**config.mk**
```make
export PLATFORM = sky130hd
export DESIGN_NAME = uart_register_block_rx_fifo
export DESIGN_NICKNAME = d
export VERILOG_FILES = /design/src/hw/rtl/uart_rb_pkg.sv /design/src/hw/rtl/uart_register_block_rx_fifo.sv
export SDC_FILE = /design/constraint.sdc
export NUM_CORES = 1
export LEC_CHECK = 0
export ABC_AREA = 1
export BUFFER_PORTS_ARGS = -buffer_cell sky130_fd_sc_hd__buf_4
export CELL_PAD_IN_SITES_DETAIL_PLACEMENT = 2
export CELL_PAD_IN_SITES_GLOBAL_PLACEMENT = 2
export CORE_UTILIZATION = 37
export DETAILED_ROUTE_END_ITERATION = 10
export GPL_TIMING_DRIVEN = 1
export PLACE_DENSITY_LB_ADDON = 0.1
export SKIP_CTS_REPAIR_TIMING = 1
export SLEW_MARGIN = 5
export SYNTH_ARGS = -nofsm -noshare
export SYNTH_HDL_FRONTEND = slang
export SYNTH_SLANG_ARGS = --single-unit
export TNS_END_PERCENT = 10
```
**constraint.sdc**
```tcl
create_clock -name clk_i -period 1.9 [get_ports clk_i]
set_input_delay 0.38 -clock clk_i [delete_from_list [all_inputs] [get_ports clk_i]]
set_output_delay 0.38 -clock clk_i [all_outputs]
set_load 0.05 [all_outputs]
```
**src/hw/rtl/uart_rb_pkg.sv**
```systemverilog
`default_nettype none

package uart_rb_pkg;

  localparam int unsigned DefFifoDepth = 16;

  typedef enum logic [1:0] {
    KindRxByte = 2'd0,
    KindRead   = 2'd1,
    KindWrite  = 2'd2,
    KindNone   = 2'd3
  } kind_e;

  localparam logic [2:0] OffRbrThr = 3'd0;
  localparam logic [2:0] OffIer    = 3'd1;
  localparam logic [2:0] OffIirFcr = 3'd2;
  localparam logic [2:0] OffLcr    = 3'd3;
  localparam logic [2:0] OffMcr    = 3'd4;
  localparam logic [2:0] OffLsr    = 3'd5;
  localparam logic [2:0] OffMsr    = 3'd6;
  localparam logic [2:0] OffScr    = 3'd7;

  localparam logic [7:0] IirRxData  = 8'h04;
  localparam logic [7:0] IirTxEmpty = 8'h02;
  localparam logic [7:0] IirNone    = 8'h01;
  localparam logic [7:0] LsrBase    = 8'h60;

endpackage

`default_nettype wire

```
**src/hw/rtl/uart_register_block_rx_fifo.sv**
```systemverilog
`default_nettype none

// Simplified 16550-style register block with a receive FIFO. An item (received
// byte, bus read or bus write) is taken whenever start_i is high; busy_o is
// always low, so a new item may follow in every cycle. Each item gives exactly
// one result, loaded into the result register at the clock edge after it is
// taken: the input register feeds the register and FIFO update. The result
// sits on the output ports for one cycle marked by done_o and must be taken
// then: the receiver cannot stall the block. The FIFO head byte is kept
// pre-read in a register so the FIFO store needs a single read port.
module uart_register_block_rx_fifo
  import uart_rb_pkg::*;
#(
  parameter int unsigned FIFO_DEPTH = DefFifoDepth
) (
  input  wire logic       clk_i,
  input  wire logic       rst_ni,
  input  wire logic       start_i,
  output logic            busy_o,
  input  wire logic [1:0] kind_i,
  input  wire logic [2:0] reg_offset_i,
  input  wire logic [7:0] write_data_i,
  input  wire logic [7:0] rx_byte_i,
  output logic            done_o,
  output logic [7:0]      read_data_o,
  output logic            irq_raised_o,
  output logic            tx_valid_o,
  output logic [7:0]      tx_byte_o
);

  localparam int unsigned PtrW  = (FIFO_DEPTH > 1) ? $clog2(FIFO_DEPTH) : 1;
  localparam int unsigned FillW = $clog2(FIFO_DEPTH + 1);
  localparam logic [PtrW-1:0]  PtrLast = PtrW'(FIFO_DEPTH - 1);
  localparam logic [FillW-1:0] FillMax = FillW'(FIFO_DEPTH);

  // input register
  logic       s1_valid_q;
  kind_e      s1_kind_q;
  logic [2:0] s1_off_q;
  logic [7:0] s1_wd_q;
  logic [7:0] s1_rb_q;

  // block state
  logic [PtrW-1:0]  head_q, head_d, tail_q, tail_d;
  logic [FillW-1:0] fill_q, fill_d;
  logic [7:0]       ier_q, ier_d, lcr_q, lcr_d, mcr_q, mcr_d, scr_q, scr_d;
  logic [7:0]       dll_q, dll_d, dlm_q, dlm_d;
  logic             pend_q, pend_d;
  logic [7:0]       front_q;
  logic [7:0]       rx_mem [FIFO_DEPTH];

  logic       push, pop, dlab, irq_chk, irq_d, txv_d;
  logic [7:0] rd_d, txb_d;

  assign busy_o = 1'b0;

  always_ff @(posedge clk_i or negedge rst_ni) begin
    if (!rst_ni) begin
      s1_valid_q <= 1'b0;
    end else begin
      s1_valid_q <= start_i;
    end
  end

  always_ff @(posedge clk_i) begin
    if (start_i) begin
      s1_kind_q <= kind_e'(kind_i);
      s1_off_q  <= reg_offset_i;
      s1_wd_q   <= write_data_i;
      s1_rb_q   <= rx_byte_i;
    end
  end

  always_comb begin
    head_d = head_q;
    tail_d = tail_q;
    fill_d = fill_q;
    ier_d  = ier_q;
    lcr_d  = lcr_q;
    mcr_d  = mcr_q;
    scr_d  = scr_q;
    dll_d  = dll_q;
    dlm_d  = dlm_q;
    pend_d = pend_q;
    push   = 1'b0;
    pop    = 1'b0;
    irq_d  = 1'b0;
    txv_d  = 1'b0;
    txb_d  = 8'h00;
    rd_d   = 8'h00;
    dlab   = lcr_q[7];
    irq_chk = 1'b0;
    if (s1_valid_q) begin
      case (s1_kind_q)
        KindRxByte: begin
          push = (fill_q != FillMax);
        end
        KindRead: begin
          if (dlab && (s1_off_q == OffRbrThr || s1_off_q == OffIer)) begin
            rd_d = (s1_off_q == OffRbrThr) ? dll_q : dlm_q;
          end else begin
            case (s1_off_q)
              OffRbrThr: begin
                if (fill_q != '0) begin
                  pop  = 1'b1;
                  rd_d = front_q;
                end
                irq_chk = 1'b1;
              end
              OffIer: rd_d = ier_q;
              OffIirFcr: begin
                if (fill_q != '0 && ier_q[0]) begin
                  rd_d = IirRxData;
                end else if (pend_q && ier_q[1]) begin
                  rd_d   = IirTxEmpty;
                  pend_d = 1'b0;
                end else begin
                  rd_d = IirNone;
                end
              end
              OffLcr: rd_d = lcr_q;
              OffMcr: rd_d = mcr_q;
              OffLsr: rd_d = LsrBase | {7'd0, fill_q != '0};
              OffMsr: rd_d = 8'h00;
              default: rd_d = scr_q;
            endcase
          end
        end
        KindWrite: begin
          if (dlab && (s1_off_q == OffRbrThr || s1_off_q == OffIer)) begin
            if (s1_off_q == OffRbrThr) begin
              dll_d = s1_wd_q;
            end else begin
              dlm_d = s1_wd_q;
            end
          end else begin
            case (s1_off_q)
              OffRbrThr: begin
                txv_d   = 1'b1;
                txb_d   = s1_wd_q;
                pend_d  = 1'b1;
                irq_chk = 1'b1;
              end
              OffIer: begin
                if (s1_wd_q[1] && !ier_q[1]) begin
                  pend_d = 1'b1;
                end
                ier_d   = s1_wd_q;
                irq_chk = 1'b1;
              end
              OffLcr: lcr_d = s1_wd_q;
              OffMcr: mcr_d = s1_wd_q;
              OffScr: scr_d = s1_wd_q;
              default: ;
            endcase
          end
        end
        default: ;
      endcase
    end
    if (push) begin
      tail_d = (tail_q == PtrLast) ? '0 : tail_q + 1'b1;
      fill_d = fill_q + 1'b1;
    end
    if (pop) begin
      head_d = (head_q == PtrLast) ? '0 : head_q + 1'b1;
      fill_d = fill_q - 1'b1;
    end
    if (irq_chk) begin
      irq_d = (ier_d[1] && pend_d) || (ier_d[0] && fill_d != '0);
    end
  end

  always_ff @(posedge clk_i or negedge rst_ni) begin
    if (!rst_ni) begin
      head_q       <= '0;
      tail_q       <= '0;
      fill_q       <= '0;
      ier_q        <= '0;
      lcr_q        <= '0;
      mcr_q        <= '0;
      scr_q        <= '0;
      dll_q        <= '0;
      dlm_q        <= '0;
      pend_q       <= 1'b0;
      done_o       <= 1'b0;
      irq_raised_o <= 1'b0;
      tx_valid_o   <= 1'b0;
    end else begin
      head_q       <= head_d;
      tail_q       <= tail_d;
      fill_q       <= fill_d;
      ier_q        <= ier_d;
      lcr_q        <= lcr_d;
      mcr_q        <= mcr_d;
      scr_q        <= scr_d;
      dll_q        <= dll_d;
      dlm_q        <= dlm_d;
      pend_q       <= pend_d;
      done_o       <= s1_valid_q;
      irq_raised_o <= irq_d;
      tx_valid_o   <= txv_d;
    end
  end

  always_ff @(posedge clk_i) begin
    read_data_o <= rd_d;
    tx_byte_o   <= txb_d;
  end

  // fifo store with the next head byte read ahead
  always_ff @(posedge clk_i) begin
    if (push) begin
      rx_mem[tail_q] <= s1_rb_q;
    end
    if (push && tail_q == head_d) begin
      front_q <= s1_rb_q;
    end else begin
      front_q <= rx_mem[head_d];
    end
  end

  a_fill_bound: assert property (@(posedge clk_i) disable iff (!rst_ni)
    fill_q <= FillMax) else $error("fifo fill above depth");

  a_empty_ptrs: assert property (@(posedge clk_i) disable iff (!rst_ni)
    (fill_q == '0) |-> (head_q == tail_q)) else $error("empty fifo with apart pointers");

  a_result_follows: assert property (@(posedge clk_i) disable iff (!rst_ni)
    s1_valid_q |=> done_o) else $error("item without result");

  a_no_spurious: assert property (@(posedge clk_i) disable iff (!rst_ni)
    !s1_valid_q |=> !done_o) else $error("result without item");

  a_side_strobe: assert property (@(posedge clk_i) disable iff (!rst_ni)
    (tx_valid_o || irq_raised_o) |-> done_o) else $error("flag outside result");

endmodule

`default_nettype wire
```
==> results.md <==
* Run status: complete, no violations
* Fin nets at 1051
* Worst VDD drop at 0.000602 V
* Fmax at 540 MHz
* Skew-Pair Late Insertion Delay at 0.54 ns
* Final hold vios at 0
* Area of the multi-input gates at 2860 µm²
* CP Max Fanout at 10
* Setup violators final at 0
* Mux cell area share after synthesis at 0%
* Final GP Congestion at 0.809
* RR Endpoint: rx_mem[0][5]
* ANT cells at 0
* Via count at 7130
* First-pass GRT wire length at 47300 µm
* CTS tree: done
* Largest family of logic cells by synthesized area: simple AND/OR/NAND/NOR gates
* Count of clock tree sinks at 235
* Yosys cell types at 39
* Synth area leader: edfxtp_1
* Leakage at 4.83 nW
* Top-area cell type share of the netlist area at 46.0%
* Vias per inst at 5.23
* DR WL/cell at 22.4 µm
* Seq/Total Area, Yosys at 67.1%
* Simple-Gate Fraction of Synth Area at 19.7%
* Flops & latches, synth at 235
* Setup TNS Final at 0 ns
* Net Count, Synth at 953
* H-tree levels at 1
* CTS Buffer Depth at 3
* Setup CP Type: reg2reg
* Grt ovf at 0
* Vias in the first global route at 7971
* CP required at 2.14 ns
* Row count at 58
* Crit-path slowest cell: dfrtp_1
* Port Buffers at 42
* Synth Cell Area at 9730 µm²
* Reg area at 6530 µm²
* Fin. max-slew vios at 0
* Fin worst setup slack at 0.0498 ns
* Power Dens Cells at 1280 nW/µm²
* GRT Resource Usage Total at 23.6%
* DRC Markers at 0
* Syn. warnings at 0
* Most frequent cells in the layout: 255 x nand2_1, 149 x edfxtp_1, 98 x nand3_1
* Final hold slack at 0.0202 ns
* Hold Path Cell Cnt at 1
* Skew final at 0.00846 ns
* Drt total wl at 30500 µm
* I/O pins at 44
* HP Start: write_data_i[6]
* Post-Route M1 WL at 12400 µm
* Share of post-route cells with drive strength above 1 at 17.6%
* Antenna-violating nets left at 0
* Iteration-0 DRC count of the detailed router at 432
* Worst Hold Path EP: s1_wd_q[6]
* RSZ-0062 raised after global routing: yes
* CTS buffer count at 26
* Adder-Cell Fraction of Synth Area at 1.41%
* Dpl cell area at 10800 µm²
* Top sig layer: met4
* DP HPWL at 21000 µm
* Compound-Gate Fraction of Synth Area at 7.18%
* Core area at 25500 µm²
* Detailed Routing Iterations Pass 1 at 5
* Crit path cell chain: inv_1 -> ha_1 -> nand3_2 -> nand2_2 -> inv_2 -> nand2_1 -> nor2_1 -> buf_4
* Initial core utilization at 38.2%
* Pre-CTS setup slack at -0.0717 ns
* Final min period at 1.85 ns
* Reg2reg path depth at 8
* Post-synthesis xor/xnor area fraction at 0.540%
* Antenna violations before repair at 0
* Flop2flop setup slack at 0.05 ns
* Met2 routed WL at 16300 µm
* Mapped Cells at 918
* Tcrit/Tclk final at 97.4%
* Final Instance Area at 11800 µm²
* Filler Cell Count at 2569
* Area growth syn-to-layout at 20.8%
* Critical Path End Type: flip-flop
* Largest net degree at the start of global routing at 41
* Critical Path Start Type: flip-flop
* RR Startpoint: fill_q[0]
* Die width at 164 µm
* Slowest stage delay, CP at 0.35 ns
* Crit path DAT at 2.09 ns
* Die footprint at 27000 µm²
* Commonest non-fill, non-tap cell in the layout: nand2_1
* Synth area leaders: edfxtp_1 46%, dfrtp_1 17%, nand2_1 10%
* WL met3 at 849 µm
* Die height at 164 µm
* HP Class: in2reg
* Reg clk slew, reported paths at 0.06 ns
* Root Driver: clkbuf_16
* Syn Area/Cell at 10.6 µm²
* Max_cap viols at 0
* Pwr Total at 15.1 mW
-- registers in the layout, indices dropped and copies added (netlist names), 2 cells and up, named ones only --
signal / cells
rx_mem: 128
dll_q: 8
dlm_q: 8
ier_q: 8
lcr_q: 8
mcr_q: 8
read_data_o: 8
s1_rb_q: 8
s1_wd_q: 8
scr_q: 8
tx_byte_o: 8
fill_q: 5
head_q: 4
tail_q: 4
s1_off_q: 3
s1_kind_q: 2
-- Yosys cell counts (all sizes together) --
cell type	number
clkinv	1
a22oi	1
nand3	102
a31o	1
xnor2	1
a21oi	20
edfxtp	149
conb	1
xor2	5
o211ai	8
nand4	6
o21ai	93
dfrtp	66
ha	11
nor3	4
o21a	1
nor2	67
nor3b	1
or2	1
a221oi	3
inv	54
clkbuf	9
dfxtp	20
o21bai	2
buf	26
nand2	265
-- critical path, delay by kind of cell (launching register included) --
kind / cells / cell delay [ns]
adder cells (fa/ha/maj): 1 / 0.24
buffers and inverters: 3 / 0.46
flip-flops: 1 / 0.35
AND/OR/NAND/NOR: 4 / 0.52
-- per-stage QoR --
stage          std cells  util (%)
2_1_floorplan        918         -
3_3_place_gp        1315      42.5
3_5_place_dp        1315      42.5
4_1_cts             1361      45.8
5_1_grt             1364      46.2
6_report            1364      46.2
-- area by class of cell --
type	count	area share [%]
Tap cell	330	3.51
Inverter	55	1.78
Sequential cell	235	55.5
Clock buffer	33	6.02
Timing Repair Buffer	105	7.64
Multi-Input combinational cell	593	24.3
Clock inverter	13	1.22
-- worst max path at each step --
stage | start | end
floorplan | fill_q[0] | rx_mem[11][0]
global placement | s1_kind_q[1] | irq_raised_o
detailed placement | s1_kind_q[1] | irq_raised_o
CTS | s1_kind_q[1] | irq_raised_o
global route | s1_kind_q[0] | rx_mem[0][3]
finish | fill_q[0] | rx_mem[0][5]
-- layer usage --
| metal | vias up | track usage (%) |
|---|---|---|
| met5 | - | 0 |
| met4 | 0 | 7.95 |
| met3 | 61 | 2.80 |
| met2 | 139 | 44.0 |
| met1 | 3620 | 27.8 |
| li1 | 3310 | - |
-- cells by family (layout without fill, tap and decap cells) --
| logic type | Yosys count | count (layout) |
|---|---|---|
| simple gates | 446 | 446 |
| flops | 235 | 235 |
| compound gates | 129 | 129 |
| buf+inv | 90 | 206 |
| fa+ha+maj | 11 | 11 |
| xor+xnor | 6 | 6 |
| other cells | 1 | 1 |
-- power breakdown --
part / total (mW) / switching, mW / internal, mW
sequential: 6.26 / 0.331 / 5.93
combinational: 3.73 / 2.54 / 1.19
clock: 5.10 / 2.07 / 3.03
No activity file was read; power rests on OpenSTA's default activity.
